$ cat src/design/rlp_hdr_pkg.sv
// Shared types, codes and a helper function for the RLP list header rewriter.
// Used by every module of the block except rlp_hdr_fifo; depends on nothing else.
package rlp_hdr_pkg;

  // Long-list prefix base: a long list header is HDR_BASE plus its length byte count.
  localparam logic [7:0] HDR_BASE = 8'hf7;
  // New lengths must fit in this many bits.
  localparam int LEN_LIMIT_BITS = 56;

  localparam int CFG_IDX_W = 1;
  localparam int CFG_DATA_W = 4;
  localparam int SKIP_W = 3;
  localparam logic [3:0] TAIL_TRIM_RST = 4'd3;

  typedef enum logic [CFG_IDX_W-1:0] {
    REG_TRIM_MODE = 1'b0,
    REG_TAIL_TRIM = 1'b1
  } cfg_reg_t;

  typedef struct packed {
    logic       trim_mode;
    logic [3:0] tail_trim;
  } cfg_t;

  typedef enum logic [1:0] {
    CMD_DATA = 2'd0,
    CMD_HDR  = 2'd1,
    CMD_ERR  = 2'd2
  } cmd_kind_t;

  typedef struct packed {
    cmd_kind_t  kind;
    logic [7:0] data;
    logic       last;
  } cmd_t;

  typedef struct packed {
    logic [7:0] data;
    logic       last;
    logic       bad;
  } out_t;

  typedef enum logic [2:0] {
    F_IDLE = 3'b001,
    F_LEN  = 3'b010,
    F_PAY  = 3'b100
  } front_state_t;

  typedef enum logic [1:0] {
    B_IDLE = 2'b01,
    B_HDR  = 2'b10
  } back_state_t;

  // Size in bytes of the RLP item that encodes a 32-bit nonce.
  function automatic logic [SKIP_W-1:0] nonce_skip(input logic [31:0] nonce);
    logic [SKIP_W-1:0] n;
    if (nonce[31:24] != 8'h00) begin
      n = SKIP_W'(5);
    end else if (nonce[23:16] != 8'h00) begin
      n = SKIP_W'(4);
    end else if (nonce[15:8] != 8'h00) begin
      n = SKIP_W'(3);
    end else if (nonce[7] != 1'b0) begin
      n = SKIP_W'(2);
    end else begin
      n = SKIP_W'(1);
    end
    return n;
  endfunction

endpackage

$ cat src/design/rlp_hdr_fifo.sv
// Small first-in first-out queue built from registers.
// Generic; uses no package. Instantiated by rlp_list_header_rewriter.
module rlp_hdr_fifo #(
  parameter int WIDTH = 8,
  parameter int DEPTH = 4
) (
  input  logic             clk,
  input  logic             rst_n,
  input  logic             push,
  input  logic [WIDTH-1:0] wr_data,
  input  logic             pop,
  output logic [WIDTH-1:0] rd_data,
  output logic             full,
  output logic             empty
);

  localparam int PW = $clog2(DEPTH);
  localparam int CW = $clog2(DEPTH + 1);

  logic [WIDTH-1:0] mem_r [DEPTH];
  logic [PW-1:0]    wr_ptr_r, wr_ptr_nxt;
  logic [PW-1:0]    rd_ptr_r, rd_ptr_nxt;
  logic [CW-1:0]    count_r, count_nxt;
  logic             do_push;
  logic             do_pop;

  assign full    = (count_r == CW'(DEPTH));
  assign empty   = (count_r == '0);
  assign do_push = push && !full;
  assign do_pop  = pop && !empty;
  assign rd_data = mem_r[rd_ptr_r];

  always_comb begin
    wr_ptr_nxt = wr_ptr_r;
    rd_ptr_nxt = rd_ptr_r;
    count_nxt  = count_r;
    if (do_push) begin
      wr_ptr_nxt = (wr_ptr_r == PW'(DEPTH - 1)) ? '0 : wr_ptr_r + 1'b1;
    end
    if (do_pop) begin
      rd_ptr_nxt = (rd_ptr_r == PW'(DEPTH - 1)) ? '0 : rd_ptr_r + 1'b1;
    end
    if (do_push && !do_pop) begin
      count_nxt = count_r + 1'b1;
    end else if (do_pop && !do_push) begin
      count_nxt = count_r - 1'b1;
    end
  end

  always_ff @(posedge clk) begin
    if (!rst_n) begin
      wr_ptr_r <= '0;
      rd_ptr_r <= '0;
      count_r  <= '0;
    end else begin
      wr_ptr_r <= wr_ptr_nxt;
      rd_ptr_r <= rd_ptr_nxt;
      count_r  <= count_nxt;
    end
  end

  always_ff @(posedge clk) begin
    if (do_push) begin
      mem_r[wr_ptr_r] <= wr_data;
    end
  end

`ifndef SYNTH
  a_count_bound: assert property (@(posedge clk) disable iff (!rst_n)
    count_r <= CW'(DEPTH))
    else $error("fifo occupancy exceeds its depth");

  a_count_grows: assert property (@(posedge clk) disable iff (!rst_n)
    (do_push && !do_pop) |=> (count_r == $past(count_r) + 1'b1))
    else $error("fifo occupancy did not grow on a lone push");
`endif

endmodule

$ cat src/design/rlp_hdr_front.sv
// Front end: parses the source message byte by byte and issues commands.
// Depends on rlp_hdr_pkg for the command, configuration and state types.
module rlp_hdr_front #(
  parameter int MAX_LEN_BYTES = 4,
  localparam int LW = 8 * MAX_LEN_BYTES,
  localparam int LBL_W = $clog2(MAX_LEN_BYTES + 1)
) (
  input  logic                clk,
  input  logic                rst_n,
  input  logic                accept,
  input  logic [7:0]          in_byte,
  input  logic                in_start_req,
  input  logic [31:0]         in_nonce_value,
  input  rlp_hdr_pkg::cfg_t   cfg,
  output logic                cmd_push,
  output rlp_hdr_pkg::cmd_t   cmd,
  output logic [LW-1:0]       cmd_len
);

  rlp_hdr_pkg::front_state_t         phase_r, phase_nxt;
  logic [LBL_W-1:0]                  lbl_r, lbl_nxt;
  logic [LW-1:0]                     len_r, len_nxt;
  logic [rlp_hdr_pkg::SKIP_W-1:0]    skip_r, skip_nxt;

  logic [LW-1:0]    len_acc;
  logic [LW-1:0]    len_sub;
  logic [3:0]       drop;
  logic             over;
  logic             prefix_ok;
  logic [LBL_W-1:0] lbl_dec;

  assign len_acc   = (len_r << 8) | LW'(in_byte);
  assign drop      = cfg.trim_mode ? 4'(skip_r) : cfg.tail_trim;
  assign len_sub   = len_acc - LW'(drop);
  assign over      = (LW > rlp_hdr_pkg::LEN_LIMIT_BITS) &&
                     ((len_acc >> rlp_hdr_pkg::LEN_LIMIT_BITS) != '0);
  assign prefix_ok = (in_byte > rlp_hdr_pkg::HDR_BASE) &&
                     ({1'b0, in_byte} <= 9'(int'(rlp_hdr_pkg::HDR_BASE) + MAX_LEN_BYTES));
  assign lbl_dec   = lbl_r - 1'b1;

  always_comb begin
    phase_nxt = phase_r;
    lbl_nxt   = lbl_r;
    len_nxt   = len_r;
    skip_nxt  = skip_r;
    cmd_push  = 1'b0;
    cmd       = '{kind: rlp_hdr_pkg::CMD_DATA, data: in_byte, last: 1'b0};
    cmd_len   = len_sub;
    if (accept) begin
      priority if (in_start_req) begin
        if (prefix_ok) begin
          phase_nxt = rlp_hdr_pkg::F_LEN;
          lbl_nxt   = LBL_W'(in_byte - rlp_hdr_pkg::HDR_BASE);
          len_nxt   = '0;
          skip_nxt  = rlp_hdr_pkg::nonce_skip(in_nonce_value);
        end else begin
          phase_nxt = rlp_hdr_pkg::F_IDLE;
          lbl_nxt   = '0;
          skip_nxt  = '0;
          cmd_push  = 1'b1;
          cmd.kind  = rlp_hdr_pkg::CMD_ERR;
        end
      end else begin
        unique case (phase_r)
          rlp_hdr_pkg::F_IDLE: begin
          end
          rlp_hdr_pkg::F_LEN: begin
            len_nxt = len_acc;
            lbl_nxt = lbl_dec;
            if (lbl_dec == '0) begin
              // Length complete: check and shorten it; hand a header or an error to the back end.
              if (!cfg.trim_mode) begin
                skip_nxt = '0;
              end
              cmd_push = 1'b1;
              if (over || (len_acc < LW'(drop))) begin
                phase_nxt = rlp_hdr_pkg::F_IDLE;
                skip_nxt  = '0;
                cmd.kind  = rlp_hdr_pkg::CMD_ERR;
              end else begin
                cmd.kind = rlp_hdr_pkg::CMD_HDR;
                len_nxt  = len_sub;
                if (len_sub == '0) begin
                  phase_nxt = rlp_hdr_pkg::F_IDLE;
                  skip_nxt  = '0;
                end else begin
                  phase_nxt = rlp_hdr_pkg::F_PAY;
                end
              end
            end
          end
          rlp_hdr_pkg::F_PAY: begin
            if (skip_r != '0) begin
              skip_nxt = skip_r - 1'b1;
            end else begin
              // len_r counts the payload bytes still to be passed through.
              cmd_push = 1'b1;
              len_nxt  = len_r - 1'b1;
              if (len_r == LW'(1)) begin
                cmd.last  = 1'b1;
                phase_nxt = rlp_hdr_pkg::F_IDLE;
              end
            end
          end
          default: begin
            phase_nxt = rlp_hdr_pkg::F_IDLE;
          end
        endcase
      end
    end
  end

  always_ff @(posedge clk) begin
    if (!rst_n) begin
      phase_r <= rlp_hdr_pkg::F_IDLE;
      lbl_r   <= '0;
      len_r   <= '0;
      skip_r  <= '0;
    end else begin
      phase_r <= phase_nxt;
      lbl_r   <= lbl_nxt;
      len_r   <= len_nxt;
      skip_r  <= skip_nxt;
    end
  end

`ifndef SYNTH
  a_len_bytes_pending: assert property (@(posedge clk) disable iff (!rst_n)
    (phase_r == rlp_hdr_pkg::F_LEN) |-> (lbl_r != '0))
    else $error("length phase with no length bytes pending");

  a_payload_pending: assert property (@(posedge clk) disable iff (!rst_n)
    (phase_r == rlp_hdr_pkg::F_PAY) |-> (len_r != '0))
    else $error("payload phase with no payload bytes left");
`endif

endmodule

$ cat src/design/rlp_hdr_back.sv
// Back end: turns commands into output bytes, expanding a header command
// into its prefix and length bytes. Depends on rlp_hdr_pkg.
module rlp_hdr_back #(
  parameter int MAX_LEN_BYTES = 4,
  localparam int LW = 8 * MAX_LEN_BYTES,
  localparam int CNT_W = $clog2(MAX_LEN_BYTES + 1)
) (
  input  logic                clk,
  input  logic                rst_n,
  input  logic                cmd_empty,
  input  rlp_hdr_pkg::cmd_t   cmd,
  input  logic [LW-1:0]       cmd_len,
  output logic                cmd_pop,
  input  logic                out_full,
  output logic                out_push,
  output rlp_hdr_pkg::out_t   out_item
);

  rlp_hdr_pkg::back_state_t state_r, state_nxt;
  logic [LW-1:0]    hdr_len_r, hdr_len_nxt;
  logic [CNT_W-1:0] cnt_r, cnt_nxt;
  logic             zero_r, zero_nxt;
  logic [CNT_W-1:0] n_bytes;
  logic [7:0]       len_byte;

  function automatic logic [CNT_W-1:0] byte_count(input logic [LW-1:0] v);
    logic [CNT_W-1:0] n;
    n = CNT_W'(1);
    for (int i = 1; i < MAX_LEN_BYTES; i++) begin
      if (v[8*i +: 8] != 8'h00) begin
        n = CNT_W'(i + 1);
      end
    end
    return n;
  endfunction

  assign n_bytes = byte_count(cmd_len);

  // Length bytes go out most significant first; cnt_r selects the next one.
  always_comb begin
    len_byte = 8'h00;
    for (int i = 0; i < MAX_LEN_BYTES; i++) begin
      if (cnt_r == CNT_W'(i + 1)) begin
        len_byte = hdr_len_r[8*i +: 8];
      end
    end
  end

  always_comb begin
    state_nxt   = state_r;
    hdr_len_nxt = hdr_len_r;
    cnt_nxt     = cnt_r;
    zero_nxt    = zero_r;
    cmd_pop     = 1'b0;
    out_push    = 1'b0;
    out_item    = '{data: cmd.data, last: cmd.last, bad: 1'b0};
    unique case (state_r)
      rlp_hdr_pkg::B_IDLE: begin
        if (!cmd_empty && !out_full) begin
          cmd_pop  = 1'b1;
          out_push = 1'b1;
          unique case (cmd.kind)
            rlp_hdr_pkg::CMD_DATA: begin
            end
            rlp_hdr_pkg::CMD_HDR: begin
              out_item    = '{data: rlp_hdr_pkg::HDR_BASE + 8'(n_bytes),
                              last: 1'b0, bad: 1'b0};
              hdr_len_nxt = cmd_len;
              cnt_nxt     = n_bytes;
              zero_nxt    = (cmd_len == '0);
              state_nxt   = rlp_hdr_pkg::B_HDR;
            end
            rlp_hdr_pkg::CMD_ERR: begin
              out_item = '{data: 8'h00, last: 1'b1, bad: 1'b1};
            end
            default: begin
              out_push = 1'b0;
            end
          endcase
        end
      end
      rlp_hdr_pkg::B_HDR: begin
        if (!out_full) begin
          out_push = 1'b1;
          // A zero new length ends the message on its single length byte.
          out_item = '{data: len_byte, last: zero_r && (cnt_r == CNT_W'(1)), bad: 1'b0};
          cnt_nxt  = cnt_r - 1'b1;
          if (cnt_r == CNT_W'(1)) begin
            state_nxt = rlp_hdr_pkg::B_IDLE;
          end
        end
      end
      default: begin
        state_nxt = rlp_hdr_pkg::B_IDLE;
      end
    endcase
  end

  always_ff @(posedge clk) begin
    if (!rst_n) begin
      state_r <= rlp_hdr_pkg::B_IDLE;
      cnt_r   <= '0;
      zero_r  <= 1'b0;
    end else begin
      state_r <= state_nxt;
      cnt_r   <= cnt_nxt;
      zero_r  <= zero_nxt;
    end
  end

  always_ff @(posedge clk) begin
    hdr_len_r <= hdr_len_nxt;
  end

`ifndef SYNTH
  a_hdr_count: assert property (@(posedge clk) disable iff (!rst_n)
    (state_r == rlp_hdr_pkg::B_HDR) |-> ((cnt_r != '0) && (cnt_r <= CNT_W'(MAX_LEN_BYTES))))
    else $error("header expansion with an out-of-range byte count");
`endif

endmodule

$ cat src/design/rlp_list_header_rewriter.sv
// RLP long-list header rewriter, top level: config registers, parser front end,
// command queue, header expanding back end and output queue. Uses rlp_hdr_pkg.
// Throughput: one input byte per cycle unless in_full is high; the back end emits one
// byte per cycle unless the output queue is full, so the extra prefix and length bytes
// of an expanded header are absorbed by the command queue.
// Reset (synchronous, rst_n low) empties both queues and returns parsing to idle.
module rlp_list_header_rewriter #(
  parameter int MAX_LEN_BYTES = 4,
  parameter int CMD_DEPTH = 8,
  parameter int OUT_DEPTH = 4
) (
  input  logic                                clk,
  input  logic                                rst_n,
  input  logic                                in_push,
  output logic                                in_full,
  input  logic [7:0]                          in_byte,
  input  logic                                in_start_req,
  input  logic [31:0]                         in_nonce_value,
  output logic                                out_empty,
  input  logic                                out_pop,
  output logic [7:0]                          out_byte,
  output logic                                out_last,
  output logic                                out_bad_frame,
  input  logic                                cfg_valid,
  output logic                                cfg_ready,
  input  logic [rlp_hdr_pkg::CFG_IDX_W-1:0]   cfg_index,
  input  logic [rlp_hdr_pkg::CFG_DATA_W-1:0]  cfg_data
);

  localparam int LW = 8 * MAX_LEN_BYTES;
  localparam int CMD_W = $bits(rlp_hdr_pkg::cmd_t) + LW;
  localparam int OUT_W = $bits(rlp_hdr_pkg::out_t);

  rlp_hdr_pkg::cfg_t cfg_r, cfg_nxt;

  logic              accept;
  logic              cmd_push;
  rlp_hdr_pkg::cmd_t cmd_in;
  logic [LW-1:0]     cmd_len_in;
  logic [CMD_W-1:0]  cmd_rd;
  logic              cmd_full;
  logic              cmd_empty;
  logic              cmd_pop;
  rlp_hdr_pkg::cmd_t cmd_q;
  logic [LW-1:0]     cmd_len_q;

  logic              out_push;
  rlp_hdr_pkg::out_t out_item;
  logic [OUT_W-1:0]  out_rd;
  logic              out_full;
  rlp_hdr_pkg::out_t out_q;

  assign cfg_ready = 1'b1;

  always_comb begin
    cfg_nxt = cfg_r;
    if (cfg_valid) begin
      unique case (rlp_hdr_pkg::cfg_reg_t'(cfg_index))
        rlp_hdr_pkg::REG_TRIM_MODE: cfg_nxt.trim_mode = cfg_data[0];
        rlp_hdr_pkg::REG_TAIL_TRIM: cfg_nxt.tail_trim = cfg_data[3:0];
        default: begin
        end
      endcase
    end
  end

  always_ff @(posedge clk) begin
    if (!rst_n) begin
      cfg_r <= '{trim_mode: 1'b0, tail_trim: rlp_hdr_pkg::TAIL_TRIM_RST};
    end else begin
      cfg_r <= cfg_nxt;
    end
  end

  assign in_full = cmd_full;
  assign accept  = in_push && !cmd_full;

  rlp_hdr_front #(
    .MAX_LEN_BYTES(MAX_LEN_BYTES)
  ) u_front (
    .clk           (clk),
    .rst_n         (rst_n),
    .accept        (accept),
    .in_byte       (in_byte),
    .in_start_req  (in_start_req),
    .in_nonce_value(in_nonce_value),
    .cfg           (cfg_r),
    .cmd_push      (cmd_push),
    .cmd           (cmd_in),
    .cmd_len       (cmd_len_in)
  );

  rlp_hdr_fifo #(
    .WIDTH(CMD_W),
    .DEPTH(CMD_DEPTH)
  ) u_cmd_fifo (
    .clk    (clk),
    .rst_n  (rst_n),
    .push   (cmd_push),
    .wr_data({cmd_in, cmd_len_in}),
    .pop    (cmd_pop),
    .rd_data(cmd_rd),
    .full   (cmd_full),
    .empty  (cmd_empty)
  );

  assign cmd_q     = cmd_rd[LW +: $bits(rlp_hdr_pkg::cmd_t)];
  assign cmd_len_q = cmd_rd[LW-1:0];

  rlp_hdr_back #(
    .MAX_LEN_BYTES(MAX_LEN_BYTES)
  ) u_back (
    .clk      (clk),
    .rst_n    (rst_n),
    .cmd_empty(cmd_empty),
    .cmd      (cmd_q),
    .cmd_len  (cmd_len_q),
    .cmd_pop  (cmd_pop),
    .out_full (out_full),
    .out_push (out_push),
    .out_item (out_item)
  );

  rlp_hdr_fifo #(
    .WIDTH(OUT_W),
    .DEPTH(OUT_DEPTH)
  ) u_out_fifo (
    .clk    (clk),
    .rst_n  (rst_n),
    .push   (out_push),
    .wr_data(out_item),
    .pop    (out_pop),
    .rd_data(out_rd),
    .full   (out_full),
    .empty  (out_empty)
  );

  assign out_q         = out_rd;
  assign out_byte      = out_q.data;
  assign out_last      = out_q.last;
  assign out_bad_frame = out_q.bad;

endmodule

$ cat config.mk
export PLATFORM = sky130hd
export DESIGN_NAME = rlp_list_header_rewriter
export DESIGN_NICKNAME = d
export VERILOG_FILES = /design/src/design/rlp_hdr_pkg.sv /design/src/design/rlp_hdr_fifo.sv /design/src/design/rlp_hdr_front.sv /design/src/design/rlp_hdr_back.sv /design/src/design/rlp_list_header_rewriter.sv
export SDC_FILE = /design/constraint.sdc
export NUM_CORES = 1
export LEC_CHECK = 0
export ABC_AREA = 1
export CORE_MARGIN = 3
export CORE_UTILIZATION = 30
export CTS_CLUSTER_DIAMETER = 60
export DETAILED_ROUTE_END_ITERATION = 6
export DONT_BUFFER_PORTS = 1
export SYNTH_ARGS = -nofsm -noshare
export SYNTH_HDL_FRONTEND = slang
export SYNTH_HIERARCHICAL = 1
export SYNTH_SLANG_ARGS = --single-unit
$ cat constraint.sdc
create_clock -name clk -period 5.2 [get_ports clk]
set_clock_uncertainty 0.15 [all_clocks]
set_input_delay 0.78 -clock clk [delete_from_list [all_inputs] [get_ports clk]]
set_output_delay 0.78 -clock clk [all_outputs]
set_load 0.05 [all_outputs]
# Word level (Yosys, flattened, before mapping)

Memory sizes are Yosys's and may differ from the RTL's. A register that Yosys moved wholly into a read port is not among the register bits.
Index checks and enable logic that the tools add are counted.

Reduce and logical (&&, ||, !) cells: 48
Add/subtract/negate cells: 15
Multiplexer cells: 89
Magnitude comparators: 3
Div/mod/pow operators: 0
$mul: 0
Shifts and indexed selects: 0
Equal/unequal tests: 29
Bitwise logic cells: 2

Operator list:

| operator                | number |
|---|---|
| $mux W32                | 5 |
| $mux W3                 | 29 |
| $logic_not A32 Y1       | 2 |
| $pmux W32 S2            | 1 |
| $reduce_bool A8 Y1      | 6 |
| $pmux W10 S2            | 2 |
| $mux W2                 | 18 |
| $eq A32 B1 Y1 const B   | 1 |
| $lt A32 B4 Y1           | 1 |
| $mux W8                 | 4 |
| $or A32 B8 Y32          | 1 |
| $sub A32 B1 Y32 const B | 1 |
| $sub A32 B4 Y32         | 1 |
| $mux W10                | 2 |
| $mux W1                 | 19 |
| $eq A3 B3 Y1 const B    | 5 |
| $logic_and A1 B1 Y1     | 12 |
| $mux W4                 | 3 |
| $pmux W3 S2             | 2 |
| $reduce_and A4 Y1       | 3 |
| $sub A3 B1 Y3 const B   | 4 |
| $reduce_and A5 Y1       | 2 |
| $add A3 B1 Y3 const B   | 3 |
| $eq A3 B2 Y1 const B    | 3 |
| other kinds (29)        | 56 |

ROM bits: 0
Memories kept: 2
Logic and storage cells: 204
Bits in registers: 101
Latch bits: 0
Memory bits (writable): 384
Output and inout port bits: 13
Input bits: 51

Memories:

| name             | depth | width | rd ports | clocked after memory_dff | wr ports | line               | text |
|---|---|---|---|---|---|---|---|
| u_cmd_fifo.mem_r | 8     | 43    | 1        | 1                        | 1        | rlp_hdr_fifo.sv:20 | `logic [WIDTH-1:0] mem_r [DEPTH];` |
| u_out_fifo.mem_r | 4     | 10    | 1        | 1                        | 1        | rlp_hdr_fifo.sv:20 |  |

# Logic depth before layout (Yosys ltp)

Gate-level depths: netlist of the first run.

Depth in word-level cells: 11
Mapped depth: 24
Gate-level depth less buffers: 24

# Cells and area by module

The synthesis of the first run kept the hierarchy.

By module, submodules not included:

| module                    | area each (sq um) | sequential area each (sq um) | instances | cells each |
|---|---|---|---|---|
| rlp_hdr_fifo (u_cmd_fifo) | 14,365.0          | 10,590.2                     | 1         | 1,238 |
| rlp_hdr_front             | 4,573.1           | 820.8                        | 1         | 796 |
| rlp_hdr_back              | 2,208.4           | 1,081.0                      | 1         | 285 |
| rlp_hdr_fifo (u_out_fifo) | 1,994.4           | 1,381.3                      | 1         | 169 |
| rlp_list_header_rewriter  | 205.2             | 100.1                        | 1         | 29 |

# Worst setup path before layout of the first run

Ideal clock, no wire load.

Path kind: reg2reg
Start: reg u_front.phase_r[0]
End: mem u_cmd_fifo/mem_r[0][0] (netlist name) (enable)
Period minus slack after synthesis: 4,230 ps
Data arrival time: 3,637 ps
Data required time: 4,607 ps
Setup slack: 970 ps
Stages on the path, launching flop included: 10
Library setup time: 443 ps
Cell sequence: dfxtp_1 inv_1 nand3_1 inv_1 clkbuf_1 o21ai_0 a211oi_1 nand2_1 or2_2 nor2_1

Cells in the longest elaborated chain, start to end: 7

RTL lines:

| what                                         | line                           | text |
|---|---|---|
| from (decl)                                  | rlp_hdr_front.sv:20            | `rlp_hdr_pkg::front_state_t phase_r, phase_nxt;` |
| from (signal assigned)                       | rlp_hdr_front.sv:115           | `phase_r <= rlp_hdr_pkg::F_IDLE;` |
| from (signal assigned)                       | rlp_hdr_front.sv:120           | `phase_r <= phase_nxt;` |
| $eq A3 B3 Y1 or $eq A3 B2 Y1 (tied branches) | rlp_hdr_front.sv:64            | `unique case (phase_r)` |
| $pmux W1 S2 (*)                              | rlp_hdr_front.sv:64            |  |
| $mux W1 (*)                                  | rlp_hdr_front.sv:50            | `priority if (in_start_req) begin` |
| $mux W1 (*)                                  | rlp_hdr_front.sv:49            | `if (accept) begin` |
| named net cmd_push                           | rlp_list_header_rewriter.sv:37 | `logic cmd_push;` |
| $logic_and A1 B1 Y1 (*)                      | rlp_hdr_fifo.sv:29             | `assign do_push = push && !full;` |
| $mux W1 (*)                                  | rlp_hdr_fifo.sv:63             | `if (do_push) begin` |
| $mux W1 (implied by the code) (*)            | rlp_hdr_fifo.sv:64             | `mem_r[wr_ptr_r] <= wr_data;` |
| to (decl)                                    | rlp_hdr_fifo.sv:20             |  |

Mark *: on every way through the listed nets, which the timed path passes. The rest lies on a longest branch.

==> results of run 1 <==
## flip-flops by register name, indices dropped and copies added, names as in the netlist, named ones only
register / cells
u_back/zero_r: 1
u_cmd_fifo/wr_ptr_r: 3
cfg_r: 5
u_back/state_r: 2
u_front/phase_r: 3
u_cmd_fifo/mem_r: 344
u_out_fifo/rd_ptr_r: 2
u_cmd_fifo/rd_ptr_r: 3
u_cmd_fifo/count_r: 4
u_front/skip_r: 3
u_out_fifo/wr_ptr_r: 2
u_front/len_r: 32
u_back/cnt_r: 3
u_front/lbl_r: 3
u_out_fifo/mem_r: 40
u_back/hdr_len_r: 32
u_out_fifo/count_r: 3
## worst paths after layout
check	from	to	slack [ns]	cells after the start
worst max-delay path	register	u_out_fifo/mem_r[2][4]	1.40	16
worst min-delay path	in_byte[7]	u_cmd_fifo/mem_r[1][40]	0.14	0
worst min register to register	cfg_r[1]	cfg_r[1]	0.32	2
worst max register to register	register	u_out_fifo/mem_r[2][4]	1.40	16
## cell usage after synthesis (27+ instances only)
cell	n	area, sq um
sky130_fd_sc_hd__nand2_1	541	2030
sky130_fd_sc_hd__nor2_1	536	2010
sky130_fd_sc_hd__edfxtp_1	416	12500
sky130_fd_sc_hd__o21ai_0	173	866
sky130_fd_sc_hd__inv_1	150	563
sky130_fd_sc_hd__a21oi_1	105	526
sky130_fd_sc_hd__o21ai_1	98	490
sky130_fd_sc_hd__nand3_1	82	410
sky130_fd_sc_hd__dfxtp_1	74	1480
sky130_fd_sc_hd__ha_1	37	463
sky130_fd_sc_hd__buf_2	33	165
sky130_fd_sc_hd__clkbuf_1	27	101
## area by class of cell
class,instances,area [sq um]
Clock buffer,67,1390
Clock inverter,28,338
Fill cell,7700,50300
Inverter,180,682
Multi-Input combinational cell,1741,8130
Sequential cell,490,14000
Tap cell,1030,1290
Timing Repair Buffer,34,355
## kinds of logic after synthesis
logic type	Yosys count	synth area share [%]
fa+ha+maj	40	2.24
buf+inv	286	5.61
other cells	1	0.0161
compound gates	420	9.50
xor+xnor	17	0.638
flops	490	59.9
simple gates	1263	22.2
## metal layers
| layer | up-vias | wire [um] | share of wire, % | global-route usage [%] |
|---|---|---|---|---|
| met5 | - | 0 | 0 | 0 |
| met4 | 0 | 1520 | 2.6 | 3.94 |
| li1 | 8394 | - | - | - |
| met3 | 100 | 4540 | 7.7 | 3.29 |
| met1 | 7768 | 26600 | 45 | 19.9 |
| met2 | 481 | 26400 | 45 | 22.6 |
## stage by stage
step | setup WS, ns | cells | hold slack [ns]
2_1_floorplan | 0.970 | 2517 | 0.287
3_3_place_gp | 1.35 | 3475 | 0.301
3_5_place_dp | 1.36 | 3475 | 0.304
4_1_cts | 1.39 | 3570 | 0.104
5_1_grt | 1.10 | 3570 | 0.103
6_report | 1.40 | 3570 | 0.144
## power groups by stage
stage | Combinational [mW] | Sequential [mW] | Clock [mW]
after floorplan | 2.54 | 5.04 | 0
after global routing | 3.86 | 5.08 | 3.97
after global placement | 3.36 | 5.12 | 0
after CTS | 3.41 | 5.04 | 3.80
final | 3.38 | 5.03 | 3.72
after detailed placement | 3.39 | 5.12 | 0
==> impl_metrics.prom, run 1 <==
# TYPE chip_impl_metric gauge
chip_impl_metric{name="final-setup-viol-count",unit=""} 0
chip_impl_metric{name="share_of_synthesized_flip_flops_with_an_asynchronous_set_or_reset",unit="%"} 0
chip_impl_metric{name="layout.cell_area.non_filler",unit="sq um"} 26200
chip_impl_metric{name="area_of_the_die",unit="sq um"} 81200
chip_impl_info{name="most_frequent_cells_in_the_layout",value="sky130_fd_sc_hd__nand2_1, sky130_fd_sc_hd__nor2_1, sky130_fd_sc_hd__edfxtp_1"} 1
chip_impl_metric{name="initial_antenna_violation_count",unit=""} 2
chip_impl_metric{name="mappedNetlistNets",unit=""} 2608
chip_impl_metric{name="io-pin-count",unit=""} 64
chip_impl_metric{name="antenna_violating_nets_post_route",unit=""} 0
chip_impl_metric{name="grt_start_max_net_pins",unit=""} 117
chip_impl_metric{name="hold_viol",unit=""} 0
chip_impl_info{name="timing.hold.worst.class",value="in -> reg"} 1
chip_impl_metric{name="power_frac_seq",unit="%"} 41.5
chip_impl_metric{name="timing.final.crit_period",unit="ns"} 3.80
chip_impl_metric{name="least_margin_pin_slew",unit="ns"} 1.15
chip_impl_metric{name="numPortBuffers",unit=""} 0
chip_impl_metric{name="buffers_and_inverters_on_the_worst_path",unit=""} 3
chip_impl_metric{name="globalRouteTotalUtil",unit="%"} 14.4
chip_impl_info{name="grt_setup_unrepaired",value="no"} 1
chip_impl_metric{name="clock_power_share",unit="%"} 30.6
chip_impl_metric{name="cts.sink_count",unit=""} 490
chip_impl_metric{name="synth_cell_types",unit=""} 53
chip_impl_metric{name="globalplace.congestion",unit=""} 0.921
chip_impl_metric{name="cts_resized",unit=""} 0
chip_impl_metric{name="synth_edf_count",unit=""} 416
chip_impl_metric{name="synth.yosys.seq_area_share",unit="%"} 59.9
chip_impl_metric{name="vdd.ir_drop.worst",unit="V"} 0.000256
chip_impl_metric{name="final_antenna_diode_count",unit=""} 0
chip_impl_metric{name="maximum_root_to_sink_buffer_count",unit=""} 3
chip_impl_metric{name="worstPathArrival",unit="ns"} 3.93
chip_impl_info{name="crit_path_cell_chain",value="inv_2 > buf_4 > nor2_1 > o21ai_0 > nand2_1 > nand2_1 > nand2_1 > nor2_1 > nand2_1 > o21ai_0 > nand2_1 > ha_1 > inv_1 > nand2_1 > nand3_1 > nand3_1"} 1
chip_impl_info{name="synth_ff_type",value="sky130_fd_sc_hd__edfxtp_1"} 1
chip_impl_metric{name="p_int",unit="mW"} 7.94
chip_impl_metric{name="place_hpwl",unit="um"} 37300
chip_impl_metric{name="global_route.overflow_total",unit=""} 0
chip_impl_metric{name="gate_count_of_the_mapped_netlist",unit=""} 2517
chip_impl_info{name="mostFrequentLayoutCell",value="sky130_fd_sc_hd__nand2_1"} 1
chip_impl_metric{name="cts_hold_buf",unit=""} 0
chip_impl_info{name="start_kind",value="register"} 1
chip_impl_metric{name="htree_num_levels",unit=""} 2
chip_impl_metric{name="num_vias",unit=""} 16700
chip_impl_metric{name="vias_in_the_first_global_route",unit=""} 15700
chip_impl_metric{name="setup_tns",unit="ns"} 0
chip_impl_metric{name="pwr-share-comb",unit="%"} 27.9
chip_impl_metric{name="totalPowerFinal",unit="mW"} 12.1
chip_impl_metric{name="max_cap_violations",unit=""} 0
chip_impl_metric{name="worst_slew_margin_rel",unit="%"} 24.7
chip_impl_metric{name="layout.nets",unit=""} 2589
chip_impl_metric{name="firstDrtPassIters",unit=""} 5
chip_impl_metric{name="placed_area",unit="sq um"} 24400
chip_impl_metric{name="finalWirelength",unit="um"} 59100
chip_impl_metric{name="critPathMaxFanout",unit=""} 40
chip_impl_metric{name="synth.yosys.warnings",unit=""} 6
chip_impl_metric{name="post_route_cells_drive_above_1_share",unit="%"} 8.15
chip_impl_metric{name="clkLatencyLatePin",unit="ns"} 0.58
chip_impl_metric{name="design.core.area",unit="sq um"} 76500
chip_impl_info{name="critical-path-slowest-cell",value="sky130_fd_sc_hd__buf_4"} 1
chip_impl_metric{name="maxSlewViolCount",unit=""} 0
chip_impl_metric{name="max_freq",unit="GHz"} 0.263
chip_impl_metric{name="worstPathRequired",unit="ns"} 5.33
chip_impl_metric{name="p_sw",unit="mW"} 4.20
chip_impl_metric{name="layout_worst_path_cycle_share",unit="%"} 73.0
chip_impl_info{name="root_buffer",value="sky130_fd_sc_hd__clkbuf_16"} 1
chip_impl_metric{name="post-route-util",unit="%"} 34.2
chip_impl_metric{name="drt-wirelength-per-cell",unit="um"} 16.5
chip_impl_metric{name="num_rows",unit=""} 101
chip_impl_metric{name="number_of_storage_elements_in_the_synthesis_netlist",unit=""} 490
chip_impl_metric{name="critical_path.max_stage_delay",unit="ns"} 0.52
chip_impl_metric{name="first_pass_grt_wire_length",unit="um"} 91600
chip_impl_metric{name="floorplan.initialDensity",unit="%"} 30.5
chip_impl_metric{name="synthesis.area",unit="sq um"} 23300
chip_impl_metric{name="power_per_cell_area",unit="nW/um^2"} 464
chip_impl_metric{name="dr.first_iter.drc_count",unit=""} 1287
chip_impl_metric{name="cts_inserted_buffers",unit=""} 51
chip_impl_metric{name="avgSynthCellArea",unit="sq um"} 9.28
chip_impl_info{name="critPathCaptureType",value="register"} 1
chip_impl_metric{name="drt-vias-per-instance",unit=""} 4.69
chip_impl_info{name="critical-path-top-cell-by-count",value="sky130_fd_sc_hd__nand2_1"} 1
chip_impl_metric{name="remaining_drc_errors",unit=""} 0
chip_impl_metric{name="leak",unit="nW"} 10.1
chip_impl_info{name="path_delay_family",value="simple AND/OR/NAND/NOR gates"} 1
chip_impl_info{name="cts_tree",value="built"} 1
chip_impl_metric{name="syn_to_final_growth",unit="%"} 12.1
chip_impl_info{name="status",value="finished clean"} 1
chip_impl_metric{name="switching_share",unit="%"} 34.6
chip_impl_metric{name="chipHeight",unit="um"} 285
chip_impl_metric{name="floorplan.die.width",unit="um"} 285
chip_impl_info{name="critical_path_class",value="reg -> reg"} 1
chip_impl_metric{name="clock_transition_at_path_regs",unit="ns"} 0.06
chip_impl_metric{name="cts_setup_buffers",unit=""} 0
No activity file was read; power rests on OpenSTA's default activity.
==> inputs of run 2 (changes only) <==
clock period = 3.8 ns   (was 5.2 ns; I/O delays follow)
==> run 2 against run 1 <==
Compared with the run above: wire length increased by 2.4%; worst setup slack got worse by 1.0 ns; worst hold slack got worse by 0.11 ns; final cell count increased by 1.3%; first-iteration DRC count increased by 16%; critical path type unchanged; largest power group unchanged.
==> impl_metrics.prom, run 2 (synthesized netlist as in run 1, its figures left out) <==
# TYPE chip_impl_metric gauge
chip_impl_metric{name="floorplan.die.width",unit="um"} 285
chip_impl_metric{name="hold_viol",unit=""} 0
chip_impl_metric{name="finalWirelength",unit="um"} 60500
chip_impl_metric{name="place_inst",unit=""} 3511
chip_impl_info{name="worstReg2RegEnd",value="u_front/skip_r[0]"} 1
chip_impl_info{name="crit_path_cell_chain",value="inv_1 > nand2_1 > o21ai_0 > ha_1 > fa_1 > inv_1 > nand3_1 > nand3_2 > nand2_1 > nand4_1 > nand2_1 > nor2_1 > nand3_1 > nor2_1 > nand2_2 > nand3_4 > nand3_1 > nand2_1 > nor2_1"} 1
chip_impl_metric{name="maximum_root_to_sink_buffer_count",unit=""} 3
chip_impl_metric{name="firstDrtPassIters",unit=""} 5
chip_impl_metric{name="final-setup-viol-count",unit=""} 0
chip_impl_metric{name="layout.cells.non_filler",unit=""} 3616
chip_impl_metric{name="flip_flop_count_of_the_largest_register_after_layout",unit=""} 344
chip_impl_info{name="timing.hold.worst.class",value="in -> reg"} 1
chip_impl_info{name="critical_path_class",value="reg -> reg"} 1
chip_impl_metric{name="critical_path.max_stage_delay",unit="ns"} 0.44
chip_impl_info{name="largest_register",value="u_cmd_fifo/mem_r"} 1
chip_impl_metric{name="r2r_cells",unit=""} 19
chip_impl_metric{name="globalRouteTotalUtil",unit="%"} 14.6
chip_impl_metric{name="num_vias",unit=""} 17200
chip_impl_metric{name="cts_inserted_buffers",unit=""} 51
chip_impl_metric{name="worstPathArrival",unit="ns"} 3.75
chip_impl_info{name="path_delay_family",value="simple AND/OR/NAND/NOR gates"} 1
chip_impl_metric{name="global_route.overflow_total",unit=""} 0
chip_impl_info{name="most_frequent_cells_in_the_layout",value="sky130_fd_sc_hd__nand2_1, sky130_fd_sc_hd__nor2_1, sky130_fd_sc_hd__edfxtp_1"} 1
chip_impl_metric{name="post_route_cells_drive_above_1_share",unit="%"} 9.44
chip_impl_info{name="root_buffer",value="sky130_fd_sc_hd__clkbuf_16"} 1
chip_impl_metric{name="initial_antenna_violation_count",unit=""} 6
chip_impl_info{name="top_regs",value="u_cmd_fifo/mem_r (344), u_out_fifo/mem_r (40)"} 1
chip_impl_metric{name="max_cap_violations",unit=""} 0
chip_impl_metric{name="critPathMaxFanout",unit=""} 11
chip_impl_metric{name="globalplace.congestion",unit=""} 0.904
chip_impl_metric{name="first_pass_grt_wire_length",unit="um"} 92700
chip_impl_info{name="whs_endpoint",value="u_front/lbl_r[1]"} 1
chip_impl_metric{name="drt-wirelength-per-cell",unit="um"} 16.7
chip_impl_metric{name="place_hpwl",unit="um"} 37700
chip_impl_info{name="critical-path-top-cell-by-count",value="sky130_fd_sc_hd__nand2_1"} 1
chip_impl_metric{name="n_fill_cell",unit=""} 7719
chip_impl_metric{name="timing.final.crit_period",unit="ns"} 3.41
chip_impl_info{name="mostFrequentLayoutCell",value="sky130_fd_sc_hd__nand2_1"} 1
chip_impl_metric{name="remaining_drc_errors",unit=""} 0
chip_impl_metric{name="power_per_cell_area",unit="nW/um^2"} 630
chip_impl_metric{name="worst_hold_path.num_cells",unit=""} 2
chip_impl_metric{name="num_rows",unit=""} 101
chip_impl_metric{name="vias_in_the_first_global_route",unit=""} 15900
chip_impl_metric{name="leak",unit="nW"} 10.3
chip_impl_metric{name="clkLatencyLatePin",unit="ns"} 0.60
chip_impl_metric{name="grt_start_max_net_pins",unit=""} 118
chip_impl_metric{name="r2r_setup_slack",unit="ns"} 0.39
chip_impl_metric{name="clock_transition_at_path_regs",unit="ns"} 0.06
chip_impl_metric{name="least_margin_pin_slew",unit="ns"} 0.811
chip_impl_metric{name="area_of_the_die",unit="sq um"} 81200
chip_impl_metric{name="numPortBuffers",unit=""} 0
chip_impl_info{name="critPathCaptureType",value="register"} 1
chip_impl_metric{name="drt-vias-per-instance",unit=""} 4.75
chip_impl_metric{name="vdd.ir_drop.worst",unit="V"} 0.000344
chip_impl_info{name="cts_tree",value="built"} 1
chip_impl_metric{name="buffers_and_inverters_on_the_worst_path",unit=""} 2
chip_impl_metric{name="maxSlewViolCount",unit=""} 0
chip_impl_info{name="hold_start",value="in_start_req"} 1
chip_impl_metric{name="dr.first_iter.drc_count",unit=""} 1496
chip_impl_info{name="grt_setup_unrepaired",value="no"} 1
chip_impl_info{name="start_kind",value="register"} 1
chip_impl_metric{name="worstPathRequired",unit="ns"} 4.14
chip_impl_metric{name="floorplan.initialDensity",unit="%"} 30.5
chip_impl_info{name="critical-path-slowest-cell",value="sky130_fd_sc_hd__fa_1"} 1
chip_impl_info{name="timing.rr.start",value="cfg_r[4]"} 1
chip_impl_metric{name="antenna_violating_nets_post_route",unit=""} 0
chip_impl_metric{name="syn_to_final_growth",unit="%"} 14.0
chip_impl_metric{name="totalPowerFinal",unit="mW"} 16.8
chip_impl_info{name="status",value="finished clean"} 1
chip_impl_metric{name="max_freq",unit="GHz"} 0.293
chip_impl_metric{name="cts_setup_buffers",unit=""} 0
chip_impl_metric{name="htree_num_levels",unit=""} 2
chip_impl_metric{name="layout_worst_path_cycle_share",unit="%"} 89.8
chip_impl_metric{name="worst_slew_margin_rel",unit="%"} 45.2
chip_impl_metric{name="design.core.area",unit="sq um"} 76500
chip_impl_metric{name="layout.nets",unit=""} 2640
chip_impl_metric{name="timing.critical_path.depth",unit=""} 19
chip_impl_metric{name="io-pin-count",unit=""} 64
chip_impl_metric{name="cts.sink_count",unit=""} 490
chip_impl_metric{name="final_antenna_diode_count",unit=""} 0
chip_impl_metric{name="chipHeight",unit="um"} 285
==> run 2: cell count changes in the layout (fill, tap and decap cells not counted), sizes merged <==
cell         before  now
inv             177  181
buf              34   71
clkbuf           67   62
clkinv           23   20
dlygate4sd3       0   14
bufinv            6    5
==> run 2: timing repair <==
action | 4_1_cts | 5_1_grt
hold buffers | 15 | 0
endpoints found under the setup margin | 0 | 2
hold endpoints to repair | 101 | 0
resized for setup | 0 | 1
==> run 2: layout make-up <==
class	instances	area (sq um)	area share [%]
sequential	490	14000	52.6
multi-input combinational	1741	8130	30.6
clock buffer	62	1350	5.07
tap	1030	1290	4.84
timing repair buffer	85	873	3.28
inverter	180	682	2.56
clock inverter	28	299	1.12
==> run 2: worst max-delay path by stage <==
stage	end	from	slack, ns
floorplan	u_cmd_fifo/mem_r[0][0]	u_front/phase_r[0]	-0.43
global placement	u_front/skip_r[2]	cfg_r[4]	0.36
detailed placement	u_front/skip_r[0]	cfg_r[4]	0.29
CTS	u_front/skip_r[0]	cfg_r[4]	0.28
global route	u_front/skip_r[0]	cfg_r[4]	0.08
finish	u_front/skip_r[0]	cfg_r[4]	0.39
==> run 2: report_power, final <==
part / total [mW] / internal (mW) / switching, mW
Combinational: 4.90 / 1.39 / 3.51
Sequential: 6.87 / 6.64 / 0.231
Clock: 4.99 / 2.87 / 2.12
Total: 16.8 / 10.9 / 5.85
==> run 2: routing by layer <==
| metal | share of wire [%] | vias up | routed length (um) | track usage, % |
|---|---|---|---|---|
| met5 | 0.021 | - | 13 | 0 |
| met4 | 2.4 | 2 | 1460 | 4.25 |
| met3 | 8.6 | 106 | 5200 | 3.21 |
| met2 | 43 | 581 | 26200 | 22.3 |
| met1 | 46 | 8011 | 27600 | 20.6 |
| li1 | - | 8491 | - | - |
==> run 2: stage by stage <==
step                      util [%]  hold slack, ns  instance area, sq um  setup slack, ns  TNS (ns)
after floorplan                  -           0.287                 23400           -0.430    -74.04
after global placement        32.4           0.304                 24800            0.358         0
after detailed placement      32.4           0.310                 24800            0.291         0
after CTS                     34.8         0.00242                 26600            0.279         0
after global routing          34.8          0.0301                 26600           0.0849         0
final                         34.8          0.0333                 26600            0.389         0
